### src/rtl/bilrs_pkg.sv
// shared constants, types and helper functions of the bilinear rgb scaler
package bilrs_pkg;

  localparam int MAX_SOURCE_SIDE = 128;
  localparam int MAX_TARGET_SIDE = 1024;

  localparam int SRC_CFG_W  = 8;
  localparam int TGT_CFG_W  = 11;
  localparam int CFG_DATA_W = TGT_CFG_W;
  localparam int CFG_IDX_W  = 2;

  localparam int SRC_W       = $clog2(MAX_SOURCE_SIDE + 1);
  localparam int SRC_IDX_W   = $clog2(MAX_SOURCE_SIDE);
  localparam int TGT_W       = $clog2(MAX_TARGET_SIDE + 1);
  localparam int TGT_IDX_W   = $clog2(MAX_TARGET_SIDE);
  localparam int STORE_DEPTH = MAX_SOURCE_SIDE * MAX_SOURCE_SIDE;
  localparam int ADDR_W      = $clog2(STORE_DEPTH);

  localparam int FRAC_W  = 16;
  localparam int STEP_W  = SRC_W + FRAC_W;
  localparam int POS_W   = TGT_IDX_W + STEP_W;
  localparam int CRD_W   = POS_W - FRAC_W;
  localparam int CH_W    = 8;
  localparam int NUM_CH  = 3;
  localparam int PIX_W   = CH_W * NUM_CH;
  localparam int WGT_W   = 2 * (FRAC_W + 1);
  localparam int ACC_W   = CH_W + WGT_W;
  localparam int DIV_CNT_W = $clog2(STEP_W + 1);

  typedef enum logic {
    OP_LOAD    = 1'b0,
    OP_REQUEST = 1'b1
  } op_t;

  typedef enum logic [CFG_IDX_W-1:0] {
    REG_SOURCE_WIDTH  = 2'd0,
    REG_SOURCE_HEIGHT = 2'd1,
    REG_TARGET_WIDTH  = 2'd2,
    REG_TARGET_HEIGHT = 2'd3
  } cfg_reg_t;

  // neighbours of the source point: a (x,y), b (x+1,y), c (x,y+1), d (x+1,y+1)
  typedef enum logic [1:0] {
    CORNER_A = 2'd0,
    CORNER_B = 2'd1,
    CORNER_C = 2'd2,
    CORNER_D = 2'd3
  } corner_t;

  typedef struct packed {
    logic    issue;
    logic    first;
    corner_t corner;
  } blend_ctl_t;

  function automatic logic [SRC_W-1:0] clamp_src(input logic [SRC_CFG_W-1:0] v);
    logic [SRC_W-1:0] r;
    if (v == '0) begin
      r = SRC_W'(1);
    end else if (32'(v) > 32'(MAX_SOURCE_SIDE)) begin
      r = SRC_W'(MAX_SOURCE_SIDE);
    end else begin
      r = SRC_W'(v);
    end
    return r;
  endfunction

  function automatic logic [TGT_W-1:0] clamp_tgt(input logic [TGT_CFG_W-1:0] v);
    logic [TGT_W-1:0] r;
    if (v == '0) begin
      r = TGT_W'(1);
    end else if (32'(v) > 32'(MAX_TARGET_SIDE)) begin
      r = TGT_W'(MAX_TARGET_SIDE);
    end else begin
      r = TGT_W'(v);
    end
    return r;
  endfunction

endpackage

### src/rtl/bilrs_step_div.sv
// iterative restoring divider for the q8.16 source step, one quotient bit per cycle
module bilrs_step_div (
  input  logic                          clk,
  input  logic                          rst,
  input  logic                          start,
  input  logic [bilrs_pkg::STEP_W-1:0]  num,
  input  logic [bilrs_pkg::TGT_W-1:0]   den,
  output logic                          done,
  output logic [bilrs_pkg::STEP_W-1:0]  quot
);

  logic                            busy;
  logic [bilrs_pkg::DIV_CNT_W-1:0] cnt;
  logic [bilrs_pkg::TGT_W-1:0]     rem;
  logic [bilrs_pkg::TGT_W-1:0]     den_r;
  logic [bilrs_pkg::TGT_W:0]       trial;
  logic                            fits;

  assign trial = {rem, quot[bilrs_pkg::STEP_W-1]};
  assign fits  = (trial >= {1'b0, den_r});

  always_ff @(posedge clk) begin
    if (rst) begin
      busy <= 1'b0;
      done <= 1'b0;
      cnt  <= '0;
    end else begin
      done <= 1'b0;
      if (start) begin
        busy <= 1'b1;
        cnt  <= bilrs_pkg::DIV_CNT_W'(bilrs_pkg::STEP_W);
      end else if (busy) begin
        cnt <= cnt - 1'b1;
        if (cnt == bilrs_pkg::DIV_CNT_W'(1)) begin
          busy <= 1'b0;
          done <= 1'b1;
        end
      end
    end
  end

  // payload: remainder, shifting dividend/quotient, latched divisor
  always_ff @(posedge clk) begin
    if (start) begin
      rem   <= '0;
      quot  <= num;
      den_r <= den;
    end else if (busy) begin
      rem  <= fits ? bilrs_pkg::TGT_W'(trial - {1'b0, den_r})
                   : trial[bilrs_pkg::TGT_W-1:0];
      quot <= {quot[bilrs_pkg::STEP_W-2:0], fits};
    end
  end

endmodule

### config.mk
export PLATFORM = sky130hd
export DESIGN_NAME = bilrs_step_div
export DESIGN_NICKNAME = d
export VERILOG_FILES = /design/src/rtl/bilrs_pkg.sv /design/src/rtl/bilrs_step_div.sv
export SDC_FILE = /design/constraint.sdc
export NUM_CORES = 1
export LEC_CHECK = 0
export BUFFER_PORTS_ARGS = -buffer_cell sky130_fd_sc_hd__buf_2
export CAP_MARGIN = 20
export CORE_UTILIZATION = 45
export DETAILED_ROUTE_END_ITERATION = 10
export GPL_ROUTABILITY_DRIVEN = 0
export HOLD_SLACK_MARGIN = 0.1
export PLACE_DENSITY = 0.8
export REMOVE_ABC_BUFFERS = 1
export SETUP_SLACK_MARGIN = 0.02
export SLEW_MARGIN = 20
export SYNTH_ARGS = -nofsm -noshare
export SYNTH_HDL_FRONTEND = slang
export SYNTH_SLANG_ARGS = --single-unit
### constraint.sdc
create_clock -name clk -period 6.4 [get_ports clk]
set_input_delay 0.64 -clock clk [delete_from_list [all_inputs] [get_ports clk]]
set_output_delay 0.64 -clock clk [all_outputs]
set_load 0.05 [all_outputs]
==> run metrics <==
CTS Sinks 53; most frequent CP cell o21ai_2; # hold bufs at CTS 0; Synth area leader edfxtp_1; drt via density 5.11; worst path arrival time approximately 3000 ps; CP top delay family compound AO/OA/AOI/OAI gates; final-stage net count ~350; Port Buf Inserts a little over 60; vias 1886; antenna violations before repair 0; maximum VDD drop approximately 0.19 mV; Crit path buffers/inverters 1; Setup TNS 0 ps; CTS clk-pin slew, worst paths 100 ps; CTS root buffer clkbuf_8; Net Sw Frac ~33%; TritonRoute pass-1 iters 4; max_cap viols 0; final clock skew 7.65 ps; Initial Utilization between 40% and 50%; Clock Latency Late Sink 310 ps; Die Ht approximately 80 um; CTS resizes 0; Seq/Total Area, Yosys around 50%; Synth top area share a little under two fifths; Syn Area/Cell between 10 and 15 um2; gr usage total 16.5%; Bufs on Longest Clock Path 2; cell leakage power 1.33 nW; RSZ-0062 raised after global routing no; Startpoint Class flop; # rows 28; GRT overflow 0; Hold Vio Cnt, Final 0; CP cell instances inv_1 > ha_1 > fa_1 > nor2b_1 > o31a_1 > o21ai_2 > o21ai_2 > mux2_4 > a211oi_2; internal power roughly 570 uW; Power Density 270 nW/um2; slowest stage delay, CP 590 ps; slew margin rel. around 33%; number of synthesized flops with an enable pin 35; sequential share of power ~49%; vias in the first global route between 1.5k and 2k; Core Footprint 5890 um2; Psw between 200 and 300 uW; synth unique cells 50; Primary FF master, synth edfxtp_1; fraction of registers with async set/reset 0%; Worst-Margin Slew roughly 1000 ps; CP max-delay cell o21ai_2; fmax between 0.3 and 0.4 GHz; number of DRC markers in iteration 0 74; Routed WL between 4 and 5 mm; CTS Buf Count 5; share of cells above drive strength 1 between 30% and 40%; DRC viols 0; Filler cells ~530; CP Max Fanout 14; combinational power share 27.8%; ANT cells 0; Cell Count, Final, Fillers Out roughly 370; Cells after Synth 233; Clock H-tree levels 2; Hold Path Class in2reg; DP Cell Count around 360; synth top area cells edfxtp_1 (38%), dfxtp_1 (13%), mux2_2 (9.9%); CTS tree done; Post CTS Setup Buffer Count 0; DIE AREA between 6000 and 7000 um2; Post-Syn Area 2740 um2; Die X between 80 and 90 um; synth-to-layout area growth 16.5%; final max-slew violation count 0; status complete, no violations; Req. time, crit path 6630 ps; Antenna Nets Post-Route 0; synthesis warning total 0; fin crit period about 2800 ps; Final Cycle Share 43.6%; CP Class reg2reg; largest net degree at the start of global routing 57; I/O pins 63; Setup violations, final 0; DP HPWL 3.44 mm; number of synthesized register bits between 50 and 60; first-pass GRT wire length ~8 mm; Crit. End Element flop; DR WL/cell approximately 13 um; clock power share a little under a quarter
## power groups by stage
| stage | sequential, mW | combinational (mW) | clock [mW] |
|---|---|---|---|
| global route | 0.428 | 0.262 | 0.213 |
| finish | 0.423 | 0.239 | 0.198 |
| detailed placement | 0.431 | 0.240 | 0 |
| CTS | 0.424 | 0.240 | 0.204 |
| global placement | 0.430 | 0.235 | 0 |
| floorplan | 0.485 | 0.126 | 0 |
## through the flow
stage	total power [mW]	hold slack [ps]	utilization [%]	setup slack, ps	cell area (um2)
2_1_floorplan	0.611	466	-	3570	2690
3_3_place_gp	0.665	485	52.7	3740	3100
3_5_place_dp	0.670	503	52.7	3610	3100
4_1_cts	0.868	488	54.3	3580	3190
5_1_grt	0.903	488	54.3	3420	3190
6_report	0.861	497	54.3	3610	3190
## per-layer routing
| metal | global-route usage [%] | share of wire [%] | vias up |
|---|---|---|---|
| met5 | 0 | 0 | - |
| met4 | 5.89 | 1.5 | 0 |
| met3 | 5.57 | 5.9 | 7 |
| met2 | 28.2 | 49 | 46 |
| met1 | 19.3 | 44 | 866 |
| li1 | - | - | 967 |
## cell type report
class | instances | area, um2 | area share (%)
Sequential cell | 53 | 1410 | 44.2
Multi-Input combinational cell | 153 | 1210 | 38.0
Timing Repair Buffer | 63 | 318 | 9.95
Tap cell | 75 | 93.8 | 2.94
Clock buffer | 5 | 68.8 | 2.16
Inverter | 17 | 63.8 | 2.00
Clock inverter | 3 | 25.0 | 0.784
## sequential cells by signal (all words and copies together), names as in the netlist
register / cells
busy: 1
cnt: 5
den_r: 11
done: 1
quot: 24
rem: 11
## logic make-up (layout without fill, tap and decap cells)
kind of cell,after synthesis,in the layout,share of synthesized area [%]
simple gates,57,57,11.0
flops,53,53,51.5
mux,32,32,13.0
compound gates,41,41,10.8
fa+ha+maj,14,14,6.66
xor+xnor,9,9,2.88
buf+inv,27,88,4.29
## cells in the mapped netlist (2+ instances only)
library cell	instances
dfxtp_1	18
o21ai_2	2
a21oi_1	5
buf_1	4
ha_1	13
nand2_1	7
o22ai_1	2
nand2b_1	4
xnor2_1	6
o211ai_1	2
nand3_1	3
or3_1	3
edfxtp_1	35
a211oi_1	7
o31a_1	2
o21ai_0	9
inv_1	16
mux2_2	24
clkbuf_1	3
buf_6	2
nor4b_1	2
xor2_1	3
mux2i_1	7
nor2b_1	3
nor3_1	4
o21a_1	2
a311oi_1	2
nor2_1	21
## path summary, 6_finish.rpt
check,from,endpoint,slack (ps),depth (start not counted)
hold / removal,den[0],den_r[0],500,1
setup reg to reg,quot[23],rem[0],3610,9
setup / recovery,quot[23],rem[0],3610,9
hold reg to reg,rem[10],rem[10],510,2
## worst reg2reg max path, cell delays in order, from the launching register on
cell      delay (ps)
edfxtp_1         350
inv_1             60
ha_1             230
fa_1             410
nor2b_1          170
o31a_1           190
o21ai_2          130
o21ai_2          590
mux2_4           360
a211oi_2         220
## layout by cell type, fill, tap and decap left out, types with 5 or more instances in the layout
cell type | Yosys | final
buf_2 | 1 | 62
edfxtp_1 | 35 | 35
mux2_2 | 24 | 24
nor2_1 | 21 | 21
dfxtp_1 | 18 | 18
inv_1 | 16 | 16
ha_1 | 13 | 13
o21ai_0 | 9 | 9
nand2_1 | 7 | 7
mux2i_1 | 7 | 7
a211oi_1 | 7 | 7
xnor2_1 | 6 | 6
a21oi_1 | 5 | 5
clkbuf_8 | 0 | 5
No activity file was read; power rests on OpenSTA's default activity.
