File: src/rtl/bilrs_pkg.sv
// shared constants, types and helper functions of the bilinear rgb scaler
package bilrs_pkg;

  localparam int MAX_SOURCE_SIDE = 128;
  localparam int MAX_TARGET_SIDE = 1024;

  localparam int SRC_CFG_W  = 8;
  localparam int TGT_CFG_W  = 11;
  localparam int CFG_DATA_W = TGT_CFG_W;
  localparam int CFG_IDX_W  = 2;

  localparam int SRC_W       = $clog2(MAX_SOURCE_SIDE + 1);
  localparam int SRC_IDX_W   = $clog2(MAX_SOURCE_SIDE);
  localparam int TGT_W       = $clog2(MAX_TARGET_SIDE + 1);
  localparam int TGT_IDX_W   = $clog2(MAX_TARGET_SIDE);
  localparam int STORE_DEPTH = MAX_SOURCE_SIDE * MAX_SOURCE_SIDE;
  localparam int ADDR_W      = $clog2(STORE_DEPTH);

  localparam int FRAC_W  = 16;
  localparam int STEP_W  = SRC_W + FRAC_W;
  localparam int POS_W   = TGT_IDX_W + STEP_W;
  localparam int CRD_W   = POS_W - FRAC_W;
  localparam int CH_W    = 8;
  localparam int NUM_CH  = 3;
  localparam int PIX_W   = CH_W * NUM_CH;
  localparam int WGT_W   = 2 * (FRAC_W + 1);
  localparam int ACC_W   = CH_W + WGT_W;
  localparam int DIV_CNT_W = $clog2(STEP_W + 1);

  typedef enum logic {
    OP_LOAD    = 1'b0,
    OP_REQUEST = 1'b1
  } op_t;

  typedef enum logic [CFG_IDX_W-1:0] {
    REG_SOURCE_WIDTH  = 2'd0,
    REG_SOURCE_HEIGHT = 2'd1,
    REG_TARGET_WIDTH  = 2'd2,
    REG_TARGET_HEIGHT = 2'd3
  } cfg_reg_t;

  // neighbours of the source point: a (x,y), b (x+1,y), c (x,y+1), d (x+1,y+1)
  typedef enum logic [1:0] {
    CORNER_A = 2'd0,
    CORNER_B = 2'd1,
    CORNER_C = 2'd2,
    CORNER_D = 2'd3
  } corner_t;

  typedef struct packed {
    logic    issue;
    logic    first;
    corner_t corner;
  } blend_ctl_t;

  function automatic logic [SRC_W-1:0] clamp_src(input logic [SRC_CFG_W-1:0] v);
    logic [SRC_W-1:0] r;
    if (v == '0) begin
      r = SRC_W'(1);
    end else if (32'(v) > 32'(MAX_SOURCE_SIDE)) begin
      r = SRC_W'(MAX_SOURCE_SIDE);
    end else begin
      r = SRC_W'(v);
    end
    return r;
  endfunction

  function automatic logic [TGT_W-1:0] clamp_tgt(input logic [TGT_CFG_W-1:0] v);
    logic [TGT_W-1:0] r;
    if (v == '0) begin
      r = TGT_W'(1);
    end else if (32'(v) > 32'(MAX_TARGET_SIDE)) begin
      r = TGT_W'(MAX_TARGET_SIDE);
    end else begin
      r = TGT_W'(v);
    end
    return r;
  endfunction

endpackage

File: src/rtl/bilrs_blend.sv
// weight multiplier and per-channel multiply-accumulate over the neighbour reads
module bilrs_blend (
  input  logic                          clk,
  input  logic                          rst,
  input  bilrs_pkg::blend_ctl_t         ctl,
  input  logic [bilrs_pkg::FRAC_W-1:0]  fx,
  input  logic [bilrs_pkg::FRAC_W-1:0]  fy,
  input  logic [bilrs_pkg::PIX_W-1:0]   rdata,
  output logic [bilrs_pkg::PIX_W-1:0]   pixel
);

  localparam logic [bilrs_pkg::FRAC_W:0] ONE = {1'b1, {bilrs_pkg::FRAC_W{1'b0}}};

  logic [bilrs_pkg::FRAC_W:0]  gx;
  logic [bilrs_pkg::FRAC_W:0]  gy;
  logic [bilrs_pkg::FRAC_W:0]  opx;
  logic [bilrs_pkg::FRAC_W:0]  opy;
  logic [bilrs_pkg::WGT_W-1:0] wgt;
  logic                        mac_en;
  logic                        first_d;
  logic [bilrs_pkg::ACC_W-1:0] acc [bilrs_pkg::NUM_CH];

  assign gx = ONE - {1'b0, fx};
  assign gy = ONE - {1'b0, fy};

  always_comb begin
    case (ctl.corner)
      bilrs_pkg::CORNER_A: begin
        opx = gx;
        opy = gy;
      end
      bilrs_pkg::CORNER_B: begin
        opx = {1'b0, fx};
        opy = gy;
      end
      bilrs_pkg::CORNER_C: begin
        opx = gx;
        opy = {1'b0, fy};
      end
      bilrs_pkg::CORNER_D: begin
        opx = {1'b0, fx};
        opy = {1'b0, fy};
      end
      default: begin
        opx = gx;
        opy = gy;
      end
    endcase
  end

  // weight is registered so that it lines up with the registered ram read data
  always_ff @(posedge clk) begin
    if (rst) begin
      mac_en <= 1'b0;
    end else begin
      mac_en <= ctl.issue;
    end
  end

  always_ff @(posedge clk) begin
    wgt     <= opx * opy;
    first_d <= ctl.first;
    if (mac_en) begin
      for (int k = 0; k < bilrs_pkg::NUM_CH; k++) begin
        acc[k] <= (first_d ? '0 : acc[k]) +
                  bilrs_pkg::ACC_W'(rdata[k*bilrs_pkg::CH_W +: bilrs_pkg::CH_W]) *
                  bilrs_pkg::ACC_W'(wgt);
      end
    end
  end

  // sum truncated by dropping the 2*frac_w weight bits
  always_comb begin
    for (int k = 0; k < bilrs_pkg::NUM_CH; k++) begin
      pixel[k*bilrs_pkg::CH_W +: bilrs_pkg::CH_W] =
        acc[k][2*bilrs_pkg::FRAC_W +: bilrs_pkg::CH_W];
    end
  end

endmodule

File: config.mk
export PLATFORM = sky130hd
export DESIGN_NAME = bilrs_blend
export DESIGN_NICKNAME = d
export VERILOG_FILES = /design/src/rtl/bilrs_pkg.sv /design/src/rtl/bilrs_blend.sv
export SDC_FILE = /design/constraint.sdc
export NUM_CORES = 2
export LEC_CHECK = 0
export ABC_AREA = 1
export BUFFER_PORTS_ARGS = -buffer_cell sky130_fd_sc_hd__buf_2
export CAP_MARGIN = 10
export CORE_UTILIZATION = 45
export CTS_CLUSTER_DIAMETER = 40
export DETAILED_ROUTE_END_ITERATION = 8
export PLACE_DENSITY = 0.64
export SLEW_MARGIN = 20
export SYNTH_ARGS = -nofsm -noshare
export SYNTH_HDL_FRONTEND = slang
export SYNTH_SLANG_ARGS = --single-unit
File: constraint.sdc
create_clock -name clk -period 18.75 [get_ports clk]
set_input_delay 1.875 -clock clk [delete_from_list [all_inputs] [get_ports clk]]
set_output_delay 1.875 -clock clk [all_outputs]
set_load 0.005 [all_outputs]
==> flow_metrics.py <==
metrics = {
    "die": {
        "rows": 116,
        "fp.coreArea_sq_um": 100400,
        "chip_width_um": 320.8,
        "starting_density_of_the_core_pct": 45.55,
        "die-height_um": 320.8,
        "fp.dieArea_sq_um": 102900,
        "ioPinCount": 86,
    },
    "flow_run": {
        "maxCapViolCount": 0,
    },
    "critical_path": {
        "arrival_ns": 8.61,
        "worst-setup-path-type": "in -> reg",
        "crit_path_from": "fx[0]",
        "reg2reg_to": "acc[0][81]$_DFFE_PP_",
        "crit_path_start_kind": "input port",
        "critical_path_peak_fanout": 15,
        "critical_path.reg2reg.startpoint": "first_d$_DFF_P_",
        "timing.critical_path.slowest_cell_delay_ns": 0.58,
        "worstRegToRegCells": 20,
        "slowest_stage": "sky130_fd_sc_hd__nand2_1",
        "reg2reg_slack_ns": 12.59,
        "critical_path.endpoint_type": "flop",
        "required_ns": 19.17,
    },
    "layout": {
        "mostFrequentLayoutCells": "1989 x sky130_fd_sc_hd__nand2_1, 1743 x sky130_fd_sc_hd__inv_1, 914 x sky130_fd_sc_hd__fa_1, 322 x sky130_fd_sc_hd__nor2_1, 272 x sky130_fd_sc_hd__ha_1",
        "layout.cells.most_common": "sky130_fd_sc_hd__nand2_1",
        "syn2layout_area_growth_pct": 4.376,
        "antenna-diode-count": 0,
        "layout_cells_sized_above_1_pct": 3.087,
        "post_layout_nets": 7358,
    },
    "clocking": {
        "cts_tree": "done",
        "cts_repair_resize_count": 0,
        "clk-insertion-delay-late_ns": 0.53,
        "tritoncts_num_sinks": 156,
        "clock_tree.htree_level_count": 4,
        "root_buffer": "sky130_fd_sc_hd__clkbuf_16",
        "cts_inserted_buffers": 17,
        "post-cts-setup-buffers": 0,
        "clk_transition_reported_paths_ns": 0.08,
        "ctsHoldBuffers": 0,
        "clock_path_buffers": 2,
    },
    "timing": {
        "rsz0062_at_grt": "false",
        "finalSetupViolations": 0,
        "finalCritPeriodShare_pct": 43.69,
        "tightestPinTransition_ns": 1.138,
        "hold-worst-slack_ns": 0.6605,
        "slew-limit-headroom_pct": 24.15,
        "layout_min_cycle_time_ns": 8.191,
        "post-route-worst-setup-slack_ns": 10.56,
        "final_hold_viol_count": 0,
        "slew_violations": 0,
        "accumulated_negative_setup_slack_ns": 0,
        "maxClockFrequency_mhz": 122.1,
        "skew_ns": 0.01975,
    },
    "logic_synthesis": {
        "synth_compound_area_share_pct": 2.872,
        "synth_enable_flop_cells": 120,
        "async_reset_ff_share_pct": 0,
        "number_of_storage_elements_in_the_synthesis_netlist": 156,
        "synth_nets": 7453,
        "synthDistinctLibCells": 41,
        "synth.yosys.warnings": 0,
        "synth.mux.area_fraction_pct": 0,
        "synth_area_sq_um": 45740,
        "syn-instance-count": 6205,
        "ys_dominant_reg_cell": "sky130_fd_sc_hd__edfxtp_1",
        "synth_sequential_area_ratio_pct": 9.453,
        "synth_top_family_by_area": "adder cells",
        "synthesis.area_per_instance_sq_um": 7.372,
        "area_share_of_fa_ha_maj_cells_after_synthesis_pct": 47.44,
        "yosys.area_share.simple_pct": 21.67,
        "synth_xor_area_share_pct": 1.909,
    },
    "place": {
        "place_ws_ns": 10.08,
        "hpwlAfterDp_mm": 98.23,
        "gp_congestion": 0.9334,
        "numPortBuffers": 85,
    },
    "routing": {
        "antenna_viol_nets_final": 0,
        "routed_via_density": 4.901,
        "dr.first_iter.drc_count": 2320,
        "routed-wl-met2_mm": 59.00,
        "detail_route.wl_per_cell_um": 16.69,
        "post-route-drc-count": 0,
        "top_layer": "met5",
        "wirelength_met1_mm": 55.33,
        "first_pass_iters": 5,
        "vias": 36660,
        "route.met3.wl_mm": 7.254,
        "wirelength_routed_mm": 124.9,
    },
    "hold_path": {
        "whs_endpoint": "acc[0][0]$_DFFE_PP_",
        "holdCritPathClass": "reg -> reg",
        "worstHoldStart": "acc[0][0]$_DFFE_PP_",
        "hold_depth": 3,
    },
    "global_routing": {
        "globalRouteTotalUtil_pct": 25.51,
        "grt_first_pass_wirelength_mm": 205.9,
        "grt_max_degree": 69,
        "grt_pass1_vias": 38530,
        "number_of_antenna_violations_at_the_first_check_in_global_routing": 1,
        "grt_overflow_total": 0,
    },
    "status": {
        "status": "finished, final reports clean",
    },
}
==> routing by layer <==
| layer | GRT usage [%] | vias up |
|---|---|---|
| li1 | - | 17390 |
| met1 | 34.45 | 18100 |
| met2 | 42.63 | 1008 |
| met3 | 3.816 | 156 |
| met4 | 7.111 | 2 |
| met5 | 0 | - |
==> layout make-up <==
class / instances / area [sq um]
Clock buffer: 29 / 594.3
Clock inverter: 3 / 40.04
Fill cell: 10300 / 52690
Inverter: 1752 / 6579
Multi-Input combinational cell: 4063 / 33810
Sequential cell: 156 / 4338
Tap cell: 1357 / 1698
Timing Repair Buffer: 120 / 688.2
==> kinds of logic after synthesis <==
logic type / Yosys count
adders and majority gates: 1186
AOI/OAI and AO/OA: 245
buffers and inverters: 1986
DFF: 156
xor gates and xnor gates: 95
and+or+nand+nor: 2537
==> stage by stage <==
| step | std cells | util, % | area, sq um |
|---|---|---|---|
| floorplan | 6205 | - | 45740 |
| global placement | 7448 | 46.90 | 47100 |
| detailed placement | 7448 | 46.91 | 47110 |
| CTS | 7480 | 47.54 | 47750 |
| global route | 7480 | 47.54 | 47750 |
| finish | 7480 | 47.54 | 47750 |
==> Yosys cell counts, drive strengths merged (2+ instances only) <==
cell | count | share of area [%]
or2 | 6 | 0.082
xnor2 | 22 | 0.42
dfxtp | 36 | 1.6
inv | 1749 | 14
nand4 | 24 | 0.33
a21o | 5 | 0.082
clkinv | 3 | 0.025
nand3b | 11 | 0.18
o21a | 5 | 0.082
clkbuf | 182 | 1.5
nor2 | 323 | 2.7
nand2b | 5 | 0.068
xor2 | 73 | 1.5
edfxtp | 120 | 7.9
a31oi | 10 | 0.14
a21oi | 132 | 1.4
nor3 | 43 | 0.48
buf | 52 | 0.79
nor4 | 2 | 0.027
o21ai | 81 | 0.93
nand2 | 1995 | 16
ha | 272 | 7.4
o21bai | 9 | 0.15
nand3 | 127 | 1.4
fa | 914 | 40
==> state kept, by name (all words and copies together) (netlist names) <==
signal,flops
acc,120
wgt,34
first_d,1
mac_en,1
==> worst max path at each step <==
stage / endpoint / slack (ns) / cells past startpoint
2_1_floorplan: wgt[33]$_DFF_P_ / 11.09 / 30
3_3_place_gp: wgt[33]$_DFF_P_ / 10.10 / 28
3_5_place_dp: wgt[31]$_DFF_P_ / 10.08 / 28
4_1_cts: wgt[33]$_DFF_P_ / 10.63 / 29
5_1_grt: wgt[33]$_DFF_P_ / 10.04 / 29
6_report: wgt[33]$_DFF_P_ / 10.56 / 29
==> critical path: cells and delay by family <==
family / cells / cell delay [ns]
buffers and inverters: 8 / 0.97
AO/OA/AOI/OAI: 1 / 0.13
AND/OR/NAND/NOR: 12 / 2.19
adder cells (fa/ha/maj): 8 / 3.45
Power is not shown: default switching activity piles up to over one toggle a cycle in this logic, so the estimate is an artifact.
